## src/rtl/tpf_pkg.sv

```systemverilog
`timescale 1ns / 1ps
`default_nettype none
// ----------------------------------------------------------------------------
// tpf_pkg: trace packet framer shared definitions
// Payload types, packet kind codes, framing phases and decode result structs.
// ----------------------------------------------------------------------------
package tpf_pkg;

    localparam int DEFAULT_MAX_CYC_BYTES = 16;
    localparam int PKT_LEN_W             = 5;
    localparam int BYTES_LEFT_W          = 4;

    // escape byte that opens a two-byte header
    localparam logic [7:0] HDR_ESC = 8'h02;

    typedef enum logic [4:0] {
        K_INCOMPLETE = 5'd0,
        K_ERROR      = 5'd1,
        K_PAD        = 5'd2,
        K_TNT_SHORT  = 5'd3,
        K_VMCS       = 5'd4,
        K_PSB        = 5'd5,
        K_CBR        = 5'd6,
        K_TRACESTOP  = 5'd7,
        K_PIP        = 5'd8,
        K_MNT        = 5'd9,
        K_PSBEND     = 5'd10,
        K_TNT_LONG   = 5'd11,
        K_TMA        = 5'd12,
        K_OVF        = 5'd13,
        K_TIP_PGD    = 5'd14,
        K_TIP_PGE    = 5'd15,
        K_TSC        = 5'd16,
        K_MODE       = 5'd17,
        K_MTC        = 5'd18,
        K_TIP        = 5'd19,
        K_FUP        = 5'd20,
        K_CYC        = 5'd21
    } kind_t;

    typedef enum logic [1:0] {
        PH_HEADER = 2'd0,
        PH_ESCAPE = 2'd1,
        PH_SKIP   = 2'd2,
        PH_CYC    = 2'd3
    } phase_t;

    typedef struct packed {
        logic [7:0] data_byte;
        logic       end_of_stream;
    } byte_item_t;

    typedef struct packed {
        logic [4:0] packet_kind;
        logic [4:0] packet_length;
    } pkt_item_t;

    typedef struct packed {
        kind_t                  kind;
        logic [PKT_LEN_W-1:0]   len;
    } class_t;

    typedef struct packed {
        logic      has_result;
        pkt_item_t item;
    } step_t;

endpackage : tpf_pkg
`default_nettype wire

```

## src/rtl/trace_packet_framer_top.sv

```systemverilog
`timescale 1ns / 1ps
`default_nettype none
// path: a byte is held in the input register, framed, and its result is
// registered in the result register, from which it transfers; bytes that end no
// packet give no result
// throughput: one byte per cycle while pkt_stall does not hold the result
// register, set by the combinational framing step between the input register and the result register
// reset: rst_n clears both register valids and the framing state, so the
// first byte after reset is taken as a packet header
// ----------------------------------------------------------------------------
// trace_packet_framer_top: processor trace packet framer
// Frames a trace byte stream and reports each packet's kind and length.
// ----------------------------------------------------------------------------
module trace_packet_framer_top #(
    parameter int MAX_CYC_BYTES = tpf_pkg::DEFAULT_MAX_CYC_BYTES
) (
    input  wire logic                clk,
    input  wire logic                rst_n,
    input  wire logic                byte_valid,
    output logic                     byte_stall,
    input  wire tpf_pkg::byte_item_t byte_item,
    output logic                     pkt_valid,
    input  wire logic                pkt_stall,
    output tpf_pkg::pkt_item_t       pkt_item
);
    import tpf_pkg::*;

    logic       s1_valid_reg;
    logic       s1_valid_next;
    byte_item_t s1_item_reg;
    logic       out_valid_reg;
    logic       out_valid_next;
    pkt_item_t  out_item_reg;

    logic       out_free;
    logic       s1_fire;
    logic       byte_xfer;
    step_t      step;

    assign out_free   = !out_valid_reg || !pkt_stall;
    assign s1_fire    = s1_valid_reg && out_free;
    assign byte_stall = s1_valid_reg && !s1_fire;
    assign byte_xfer  = byte_valid && !byte_stall;

    tpf_framer #(
        .MAX_CYC_BYTES (MAX_CYC_BYTES)
    ) u_framer (
        .clk     (clk),
        .rst_n   (rst_n),
        .step_en (s1_fire),
        .item    (s1_item_reg),
        .result  (step)
    );

    always_comb
    begin
        s1_valid_next = s1_valid_reg;
        if (byte_xfer)
            s1_valid_next = 1'b1;
        else if (s1_fire)
            s1_valid_next = 1'b0;

        out_valid_next = out_valid_reg;
        if (s1_fire && step.has_result)
            out_valid_next = 1'b1;
        else if (!pkt_stall)
            out_valid_next = 1'b0;
    end

    always_ff @(posedge clk or negedge rst_n)
    begin
        if (!rst_n)
        begin
            s1_valid_reg  <= 1'b0;
            out_valid_reg <= 1'b0;
        end
        else
        begin
            s1_valid_reg  <= s1_valid_next;
            out_valid_reg <= out_valid_next;
        end
    end

    always_ff @(posedge clk)
    begin
        if (byte_xfer)
            s1_item_reg <= byte_item;
        if (s1_fire && step.has_result)
            out_item_reg <= step.item;
    end

    assign pkt_valid = out_valid_reg;
    assign pkt_item  = out_item_reg;

    // a framed result always lands in the result register
    a_result_lands: assert property (@(posedge clk) disable iff (!rst_n)
        (s1_fire && step.has_result) |=> (pkt_valid && pkt_item == $past(step.item)))
        else $error("framed result not registered");

    // error and incomplete transfers carry no length
    a_zero_len: assert property (@(posedge clk) disable iff (!rst_n)
        (pkt_valid && (pkt_item.packet_kind == K_ERROR
                       || pkt_item.packet_kind == K_INCOMPLETE))
        |-> (pkt_item.packet_length == '0))
        else $error("error or incomplete result with nonzero length");

    // no packet is longer than a psb
    a_len_max: assert property (@(posedge clk) disable iff (!rst_n)
        pkt_valid |-> (pkt_item.packet_length <= 5'd16))
        else $error("packet length out of range");

    // the input stage never holds a byte while the result side can take it
    a_no_bubble_stall: assert property (@(posedge clk) disable iff (!rst_n)
        (s1_valid_reg && !out_valid_reg) |-> !byte_stall)
        else $error("input stalled with result register empty");

endmodule : trace_packet_framer_top
`default_nettype wire

```

## src/rtl/tpf_classify.sv

```systemverilog
`timescale 1ns / 1ps
`default_nettype none
// ----------------------------------------------------------------------------
// tpf_classify: packet header decoder
// Maps a header byte, or the byte after an escape, to a packet kind and length.
// ----------------------------------------------------------------------------
module tpf_classify (
    input  wire logic [7:0]     hdr_byte,
    input  wire logic           is_escape,
    output tpf_pkg::class_t     cls
);
    import tpf_pkg::*;

    localparam logic [7:0] HDR_TSC  = 8'h19;
    localparam logic [7:0] HDR_MODE = 8'h99;
    localparam logic [7:0] HDR_MTC  = 8'h59;

    localparam logic [7:0] EXT_VMCS      = 8'hc8;
    localparam logic [7:0] EXT_PSB       = 8'h82;
    localparam logic [7:0] EXT_CBR       = 8'h03;
    localparam logic [7:0] EXT_TRACESTOP = 8'h83;
    localparam logic [7:0] EXT_PIP       = 8'h43;
    localparam logic [7:0] EXT_MNT       = 8'hc3;
    localparam logic [7:0] EXT_PSBEND    = 8'h23;
    localparam logic [7:0] EXT_TNT_LONG  = 8'ha3;
    localparam logic [7:0] EXT_TMA       = 8'h73;
    localparam logic [7:0] EXT_OVF       = 8'hf3;

    // ip packet length by top three header bits
    localparam logic [PKT_LEN_W-1:0] IP_LEN [8] = '{
        5'd1, 5'd3, 5'd5, 5'd7, 5'd7, 5'd1, 5'd9, 5'd1
    };

    logic [PKT_LEN_W-1:0] ip_len;
    class_t               hdr_cls;
    class_t               esc_cls;

    assign ip_len = IP_LEN[hdr_byte[7:5]];

    always_comb
    begin
        hdr_cls.kind = K_ERROR;
        hdr_cls.len  = '0;
        if (!hdr_byte[0])
        begin
            hdr_cls.len  = 5'd1;
            hdr_cls.kind = (hdr_byte == 8'h00) ? K_PAD : K_TNT_SHORT;
        end
        else if (hdr_byte[1:0] == 2'b11)
        begin
            hdr_cls.len  = 5'd1;
            hdr_cls.kind = K_CYC;
        end
        else if (hdr_byte[2:0] == 3'b001)
        begin
            if (!hdr_byte[3])
            begin
                hdr_cls.len  = ip_len;
                hdr_cls.kind = hdr_byte[4] ? K_TIP_PGE : K_TIP_PGD;
            end
            else if (hdr_byte == HDR_TSC)
            begin
                hdr_cls.len  = 5'd8;
                hdr_cls.kind = K_TSC;
            end
            else if (hdr_byte == HDR_MODE)
            begin
                hdr_cls.len  = 5'd2;
                hdr_cls.kind = K_MODE;
            end
            else if (hdr_byte == HDR_MTC)
            begin
                hdr_cls.len  = 5'd2;
                hdr_cls.kind = K_MTC;
            end
        end
        else if (hdr_byte[3])
        begin
            // bits 2..0 are 101
            hdr_cls.len  = ip_len;
            hdr_cls.kind = hdr_byte[4] ? K_FUP : K_TIP;
        end
    end

    always_comb
    begin
        esc_cls.kind = K_ERROR;
        esc_cls.len  = '0;
        case (hdr_byte)
            EXT_VMCS:
            begin
                esc_cls.kind = K_VMCS;
                esc_cls.len  = 5'd7;
            end
            EXT_PSB:
            begin
                esc_cls.kind = K_PSB;
                esc_cls.len  = 5'd16;
            end
            EXT_CBR:
            begin
                esc_cls.kind = K_CBR;
                esc_cls.len  = 5'd4;
            end
            EXT_TRACESTOP:
            begin
                esc_cls.kind = K_TRACESTOP;
                esc_cls.len  = 5'd2;
            end
            EXT_PIP:
            begin
                esc_cls.kind = K_PIP;
                esc_cls.len  = 5'd8;
            end
            EXT_MNT:
            begin
                esc_cls.kind = K_MNT;
                esc_cls.len  = 5'd11;
            end
            EXT_PSBEND:
            begin
                esc_cls.kind = K_PSBEND;
                esc_cls.len  = 5'd2;
            end
            EXT_TNT_LONG:
            begin
                esc_cls.kind = K_TNT_LONG;
                esc_cls.len  = 5'd8;
            end
            EXT_TMA:
            begin
                esc_cls.kind = K_TMA;
                esc_cls.len  = 5'd7;
            end
            EXT_OVF:
            begin
                esc_cls.kind = K_OVF;
                esc_cls.len  = 5'd2;
            end
            default:
            begin
                esc_cls.kind = K_ERROR;
                esc_cls.len  = '0;
            end
        endcase
    end

    assign cls = is_escape ? esc_cls : hdr_cls;

endmodule : tpf_classify
`default_nettype wire

```

## src/rtl/tpf_framer.sv

```systemverilog
`timescale 1ns / 1ps
`default_nettype none
// ----------------------------------------------------------------------------
// tpf_framer: packet framing state and per-byte step
// Holds phase, skip count and cyc byte count; decides each byte's result.
// ----------------------------------------------------------------------------
module tpf_framer #(
    parameter int MAX_CYC_BYTES = tpf_pkg::DEFAULT_MAX_CYC_BYTES
) (
    input  wire logic                clk,
    input  wire logic                rst_n,
    input  wire logic                step_en,
    input  wire tpf_pkg::byte_item_t item,
    output tpf_pkg::step_t           result
);
    import tpf_pkg::*;

    localparam int CW = $clog2(MAX_CYC_BYTES + 1);
    localparam logic [PKT_LEN_W-1:0] USED_HDR = 5'd1;
    localparam logic [PKT_LEN_W-1:0] USED_ESC = 5'd2;

    phase_t                  phase_reg;
    phase_t                  phase_next;
    logic [BYTES_LEFT_W-1:0] bytes_left_reg;
    logic [BYTES_LEFT_W-1:0] bytes_left_next;
    logic [CW-1:0]           cyc_seen_reg;
    logic [CW-1:0]           cyc_seen_next;

    class_t                  cls;
    logic [CW-1:0]           cyc_inc;
    logic                    do_skip;
    logic [PKT_LEN_W-1:0]    skip_len;
    logic [PKT_LEN_W-1:0]    skip_used;
    logic [PKT_LEN_W-1:0]    skip_rem;
    logic                    last;

    assign last     = item.end_of_stream;
    assign cyc_inc  = cyc_seen_reg + CW'(1);
    assign skip_rem = skip_len - skip_used;

    tpf_classify u_classify (
        .hdr_byte  (item.data_byte),
        .is_escape (phase_reg == PH_ESCAPE),
        .cls       (cls)
    );

    always_comb
    begin
        phase_next         = phase_reg;
        bytes_left_next    = bytes_left_reg;
        cyc_seen_next      = cyc_seen_reg;
        result.has_result  = 1'b0;
        result.item.packet_kind   = K_INCOMPLETE;
        result.item.packet_length = '0;
        do_skip   = 1'b0;
        skip_len  = cls.len;
        skip_used = USED_HDR;

        case (phase_reg)
            PH_HEADER:
            begin
                if (item.data_byte == HDR_ESC)
                begin
                    if (last)
                        result.has_result = 1'b1;
                    else
                        phase_next = PH_ESCAPE;
                end
                else if (item.data_byte[2:0] == 3'b111)
                begin
                    // extended cyc: count bytes until bit 0 clears
                    if (last)
                        result.has_result = 1'b1;
                    else
                    begin
                        cyc_seen_next = CW'(1);
                        phase_next    = PH_CYC;
                    end
                end
                else
                begin
                    result.has_result         = 1'b1;
                    result.item.packet_kind   = cls.kind;
                    result.item.packet_length = cls.len;
                    do_skip   = 1'b1;
                    skip_used = USED_HDR;
                end
            end
            PH_ESCAPE:
            begin
                result.has_result         = 1'b1;
                result.item.packet_kind   = cls.kind;
                result.item.packet_length = cls.len;
                do_skip   = 1'b1;
                skip_used = USED_ESC;
            end
            PH_SKIP:
            begin
                if (bytes_left_reg != '0)
                    bytes_left_next = bytes_left_reg - BYTES_LEFT_W'(1);
                if (bytes_left_next == '0)
                    phase_next = PH_HEADER;
            end
            PH_CYC:
            begin
                cyc_seen_next = cyc_inc;
                if (!item.data_byte[0])
                begin
                    result.has_result         = 1'b1;
                    result.item.packet_kind   = K_CYC;
                    result.item.packet_length = PKT_LEN_W'(cyc_inc);
                    phase_next = PH_HEADER;
                end
                else if (cyc_inc >= CW'(MAX_CYC_BYTES))
                begin
                    result.has_result       = 1'b1;
                    result.item.packet_kind = K_ERROR;
                    phase_next = PH_HEADER;
                end
                else if (last)
                    result.has_result = 1'b1;
            end
            default:
            begin
                phase_next = PH_HEADER;
            end
        endcase

        // error lengths come back as zero, so they fall through to header
        if (do_skip)
        begin
            if (skip_len > skip_used)
            begin
                bytes_left_next = skip_rem[BYTES_LEFT_W-1:0];
                phase_next      = (bytes_left_next != '0) ? PH_SKIP : PH_HEADER;
            end
            else
            begin
                bytes_left_next = '0;
                phase_next      = PH_HEADER;
            end
        end

        if (phase_next != PH_CYC)
            cyc_seen_next = '0;

        if (last)
        begin
            phase_next      = PH_HEADER;
            bytes_left_next = '0;
            cyc_seen_next   = '0;
        end
    end

    always_ff @(posedge clk or negedge rst_n)
    begin
        if (!rst_n)
        begin
            phase_reg      <= PH_HEADER;
            bytes_left_reg <= '0;
            cyc_seen_reg   <= '0;
        end
        else if (step_en)
        begin
            phase_reg      <= phase_next;
            bytes_left_reg <= bytes_left_next;
            cyc_seen_reg   <= cyc_seen_next;
        end
    end

endmodule : tpf_framer
`default_nettype wire
```

## config.mk

```make
export PLATFORM = sky130hd
export DESIGN_NAME = trace_packet_framer_top
export DESIGN_NICKNAME = d
export VERILOG_FILES = /design/src/rtl/tpf_pkg.sv /design/src/rtl/trace_packet_framer_top.sv /design/src/rtl/tpf_classify.sv /design/src/rtl/tpf_framer.sv
export SDC_FILE = /design/constraint.sdc
export NUM_CORES = 1
export LEC_CHECK = 0
export BUFFER_PORTS_ARGS = -buffer_cell sky130_fd_sc_hd__buf_2
export CORE_MARGIN = 3
export CORE_UTILIZATION = 48
export CTS_BUF_LIST = sky130_fd_sc_hd__clkbuf_8
export CTS_CLUSTER_DIAMETER = 200
export DETAILED_ROUTE_END_ITERATION = 7
export PLACE_DENSITY = 0.71
export SLEW_MARGIN = 20
export SYNTH_ARGS = -nofsm -noshare
export SYNTH_HDL_FRONTEND = slang
export SYNTH_HIERARCHICAL = 1
export SYNTH_SLANG_ARGS = --single-unit
```

## constraint.sdc

```tcl
create_clock -name clk -period 4.5 [get_ports clk]
set_input_delay 0.45 -clock clk [delete_from_list [all_inputs] [get_ports clk]]
set_output_delay 0.45 -clock clk [all_outputs]
set_load 0.1 [all_outputs]
```

# After elaboration in Yosys (flattened, before gate mapping)
# Memory sizes are Yosys's and may differ from the RTL's.
# Cells that the tools add are included.
[classes]
n_eq_ne = 24
n_reduce_logical = 19
magnitude_cmp = 3
n_addsub = 3
n_bitwise = 1
n_mux = 56
[op_table]
columns = ["cell", "count"]
rows = [
  ["2-to-1 mux 10 bit", 11],
  ["case mux 9 bit (10 select lines)", 1],
  ["equality test 8 bit (second input constant)", 7],
  ["2-to-1 mux 5 bit", 7],
  ["case mux 11 bit (3 select lines)", 1],
  ["equality test 8 x 7 -> 1 bit (second input constant)", 3],
  ["2-to-1 mux 2 bit", 12],
  ["2-to-1 mux 4 bit", 6],
  ["equality test 8 x 2 -> 1 bit (second input constant)", 2],
  ["2-to-1 mux 1 bit", 13],
  ["nonzero test 4 bit", 3],
  ["case mux 5 bit (2 select lines)", 1],
  ["equality test 8 x 5 -> 1 bit (second input constant)", 1],
  ["equality test 8 x 6 -> 1 bit (second input constant)", 1],
  ["zero test 8 bit", 1],
  ["equality test 2 bit (second input constant)", 3],
  ["2-to-1 mux 6 bit", 1],
  ["case mux 2 bit (3 select lines)", 1],
  ["adder 5 x 1 -> 5 bit (second input constant)", 1],
  [">= comparator 5 bit (second input constant)", 1],
  ["> comparator 5 x 2 -> 1 bit", 1],
  [">= comparator 4 bit (second input constant)", 1],
  ["logical AND 1 bit", 4],
  ["zero test 1 bit", 4],
  ["other kinds (19)", 19],
]
[totals]
inputBits = 13
reg_bits = 32
romBits = 40
n_memories = 1
[mem_list]
columns = ["name", "depth", "width", "read_ports", "rd_clocked_by_memory_dff", "wr", "line_no", "text"]
rows = [
  ["(no name shown)", 8, 5, 1, 0, 0, "tpf_classify.sv:38", "assign ip_len = IP_LEN[hdr_byte[7:5]];"],
]

# Depth between registers and ports, before layout
[depth]
word_depth = 17
mapped_depth = 16

# By module
# Netlist, hierarchy kept.
[modules_own_cells]
columns = ["mod", "instances", "area_per_inst_um2", "cells_each"]
rows = [
  ["tpf_framer", 1, 1335.0, 172],
  ["trace_packet_framer_top", 1, 669.4, 30],
  ["tpf_classify", 1, 640.6, 103],
]

# Least setup slack after synthesis
# OpenSTA, ideal clock, no wires.
[synth_path]
path_type = "register to register"
startpoint = "register s1_item_reg[3] (netlist name)"
endpoint = "register u_framer.cyc_seen_reg[0]"
arrival_ps = 3317
n_path_buf = 1
required_time_ps = 4418
path_stages_with_launch = 14
slack_ps = 1101
setup_ps = 82
cell_sequence = "edfxtp_1 buf_6 or4b_4 nor2_1 o21a_1 a21oi_1 o22ai_1 ha_1 nor2b_1 or4_1 o211a_1 a22oi_2 nand3_2 a22oi_2"
[synth_lines]
columns = ["item", "line_no", "text"]
rows = [
  ["start: declaration", "trace_packet_framer_top.sv:30", "byte_item_t s1_item_reg;"],
  ["start signal: assignment", "trace_packet_framer_top.sv:87", "s1_item_reg <= byte_item;"],
  ["end signal: assignment", "tpf_framer.sv:167", "cyc_seen_reg <= cyc_seen_next;"],
  ["end: declaration", "tpf_framer.sv:26", "logic [CW-1:0] cyc_seen_reg;"],
]

==> impl_metrics.toml <==
[synth]
netlist_area_um2 = 2650
post-synth-top-area-fraction_pct = 21.6
yosysSeqAreaShare_pct = 33.9
synthArstFlopShare_pct = 40.6
yosys.area.top_type = "edfxtp_1"
ys_ff_latch = 32
synth_ff_type = "edfxtp_1"
ys.warnings.count = 6
synth_area_per_cell_um2 = 8.67
netlist_instances = 305
synthTopCellsByArea = "edfxtp_1 22%, dfrtp_1 12%, ha_1 5.7%, nor2_1 4.4%, a21oi_1 3.6%"
synth_commonest_cells = "31 x nor2_1, 25 x nand2_1, 21 x inv_1"
post-synth-top-count-cell = "nor2_1"
synth_edf_count = 19
syn-num-nets = 331
yosysUniqueCellTypes = 72

[drt]
vias = 2343
drt_iter0_markers = 272
postRouteAntennaNets = 0
drt_wl_total_mm = 6.02
met3_length_um = 352
wl_met1_mm = 2.87
first_pass_iters = 5
drc = 0
wl_met2_mm = 2.72
top_layer = "met4"
wire_per_inst_um = 15.4
drt-vias-per-instance = 5.98

[finish]
register_area_um2 = 896
n_antenna_cell = 0
fin_util_pct = 55.2
fillers = 502
fin_cells = 392
final_nets = 347
stdcell_area_um2 = 2870
largest_register_ff_count = 10
drive_above_1_share_pct = 16.5
multi_input_area_um2 = 1570
area.growth.synth_to_final_pct = 8.66

[timing]
maxSlewViolCount = 0
fmax_ghz = 0.267
worst_slack_ps = 748
grt_setup_unrepaired = "false"
fin_tns_setup_ps = 0
setup_viol = 0
post-route-min-period_ps = 3750
finalHoldViolCount = 0
slew_headroom_pct = 26.3
tightest_slew_ps = 1100
fin_skew_ps = 11.6
finalCritPeriodShare_pct = 83.4

[clock_network]
cts-hold-fix-buffers = 0
clock_latency_ps = 290
post_cts_resized = 0
clockBufferDepth = 2
cts_tree = "yes"
cts_max_level = 2
clock-sinks = 32
clkSlewWorstSetupHoldPaths_ps = 80
numCtsBuffers = 5
root_buffer = "clkbuf_8"
cts_setup_buffers = 0

[die]
dieHeight_um = 80.2
core-area_um2 = 5200
num_rows = 26
die_x_um = 80.2
initial_core_util_pct = 50.8
io_pins = 25
dieArea_um2 = 6440

[hold_path]
hold_path.class = "in2async"

[power_and_ir_drop]
internal_power_uw = 732
power_frac_seq_pct = 30.2
p_sw_uw = 807
p_per_area_nw_per_um2 = 535
clockPowerShare_pct = 14.9
swShare_pct = 52.4
pwr-share-comb_pct = 55.0
p_leak_uw = 0.00112
peakVddDrop_mv = 0.353

[worst_setup_path]
cp_data_arrival_time_ps = 3950
critPathKind = "reg2reg"
crit_fanout = 13
cp-start-kind = "flop"
required_ps = 4700
endpoint_kind = "flop"

[placed_design]
pre_cts_slack_ps = 811
gp_congestion = 0.973
dp.cells = 384
placed_area_um2 = 2780
port_buffers = 24
dp_hpwl_mm = 4.42

[global_route]
grt_pass1_vias = 2213
grt-ovfl-total = 0
grt_util_all_layers_pct = 19.7
grt_pass1_wl_mm = 10.1
grt_max_degree = 22
antenna_found_initial = 0

[job]
maxCapViolCount = 0

[status]
status = "finished, final reports clean"
-- per-stage QoR --
step	hold slack (ps)	total power (uW)
after global placement	356	1300
final	39.1	1540
after CTS	45.6	1540
after detailed placement	355	1310
after global routing	46.3	1630
after floorplan	154	1170
-- cells in the final DEF, fill, tap and decap left out, types with 5 or more instances in the layout --
cell / netlist / final
nor3b_1: 5 / 5
o21ai_0: 19 / 19
a21oi_1: 19 / 19
clkbuf_8: 0 / 6
dfrtp_1: 13 / 13
nor3_1: 7 / 7
buf_2: 6 / 24
edfxtp_1: 19 / 19
xnor2_1: 6 / 6
ha_1: 12 / 12
nor2_1: 31 / 31
o211ai_1: 6 / 6
o22ai_1: 5 / 5
nand2_1: 25 / 25
inv_1: 21 / 22
nand3_1: 12 / 12
-- critical path: stages (launching register included) --
cell and delay, ps:
edfxtp_1 620, nor3b_2 540, a21oi_1 120, o32a_1 320
o22ai_1 360, ha_1 320, nor2b_1 160, or4_1 470
o211a_1 160, a22oi_2 270, nand3_2 120, a22oi_2 180
-- area by class of cell --
| type | instances | area share [%] |
|---|---|---|
| multi-input cells | 233 | 54.7 |
| well taps | 70 | 3.05 |
| inverters | 21 | 2.74 |
| repair buffers | 28 | 5.22 |
| clock buffers | 6 | 2.87 |
| flip-flops and latches | 32 | 31.2 |
| clock inverters | 2 | 0.261 |
-- power by group through the flow --
| stage | Clock, uW | Combinational [uW] | Sequential [uW] |
|---|---|---|---|
| detailed placement | 0 | 839 | 470 |
| global placement | 0 | 831 | 467 |
| finish | 229 | 845 | 464 |
| floorplan | 0 | 438 | 728 |
| global route | 250 | 910 | 475 |
| CTS | 231 | 841 | 464 |
-- path summary, 6_finish.rpt --
check / from / end / slack (ps) / cells after the start
min in group clk: byte_item[5] / s1_item_reg[5] / 330 / 1
max: s1_item_reg[1] / u_framer/cyc_seen_reg[0] / 750 / 11
max in group asynchronous: rst_n / s1_valid_reg / 4220 / 1
min reg2reg: s1_valid_reg / pkt_valid / 560 / 2
min: rst_n / pkt_valid / 40 / 1
max reg2reg: s1_item_reg[1] / u_framer/cyc_seen_reg[0] / 750 / 11
-- logic make-up after synthesis --
logic type | share of synthesized area [%]
simple gates | 25.3
compound gates | 23.9
buf+inv | 6.72
flops | 33.9
fa+ha+maj | 6.43
xor+xnor | 2.65
mux | 1.14
-- routing by layer --
| layer | up-vias | track usage [%] |
|---|---|---|
| met1 | 1092 | 27.3 |
| met5 | - | 0 |
| met4 | 0 | 5.57 |
| met2 | 98 | 31.5 |
| met3 | 8 | 3.48 |
| li1 | 1145 | - |
Power figures use the tool's default switching activity.
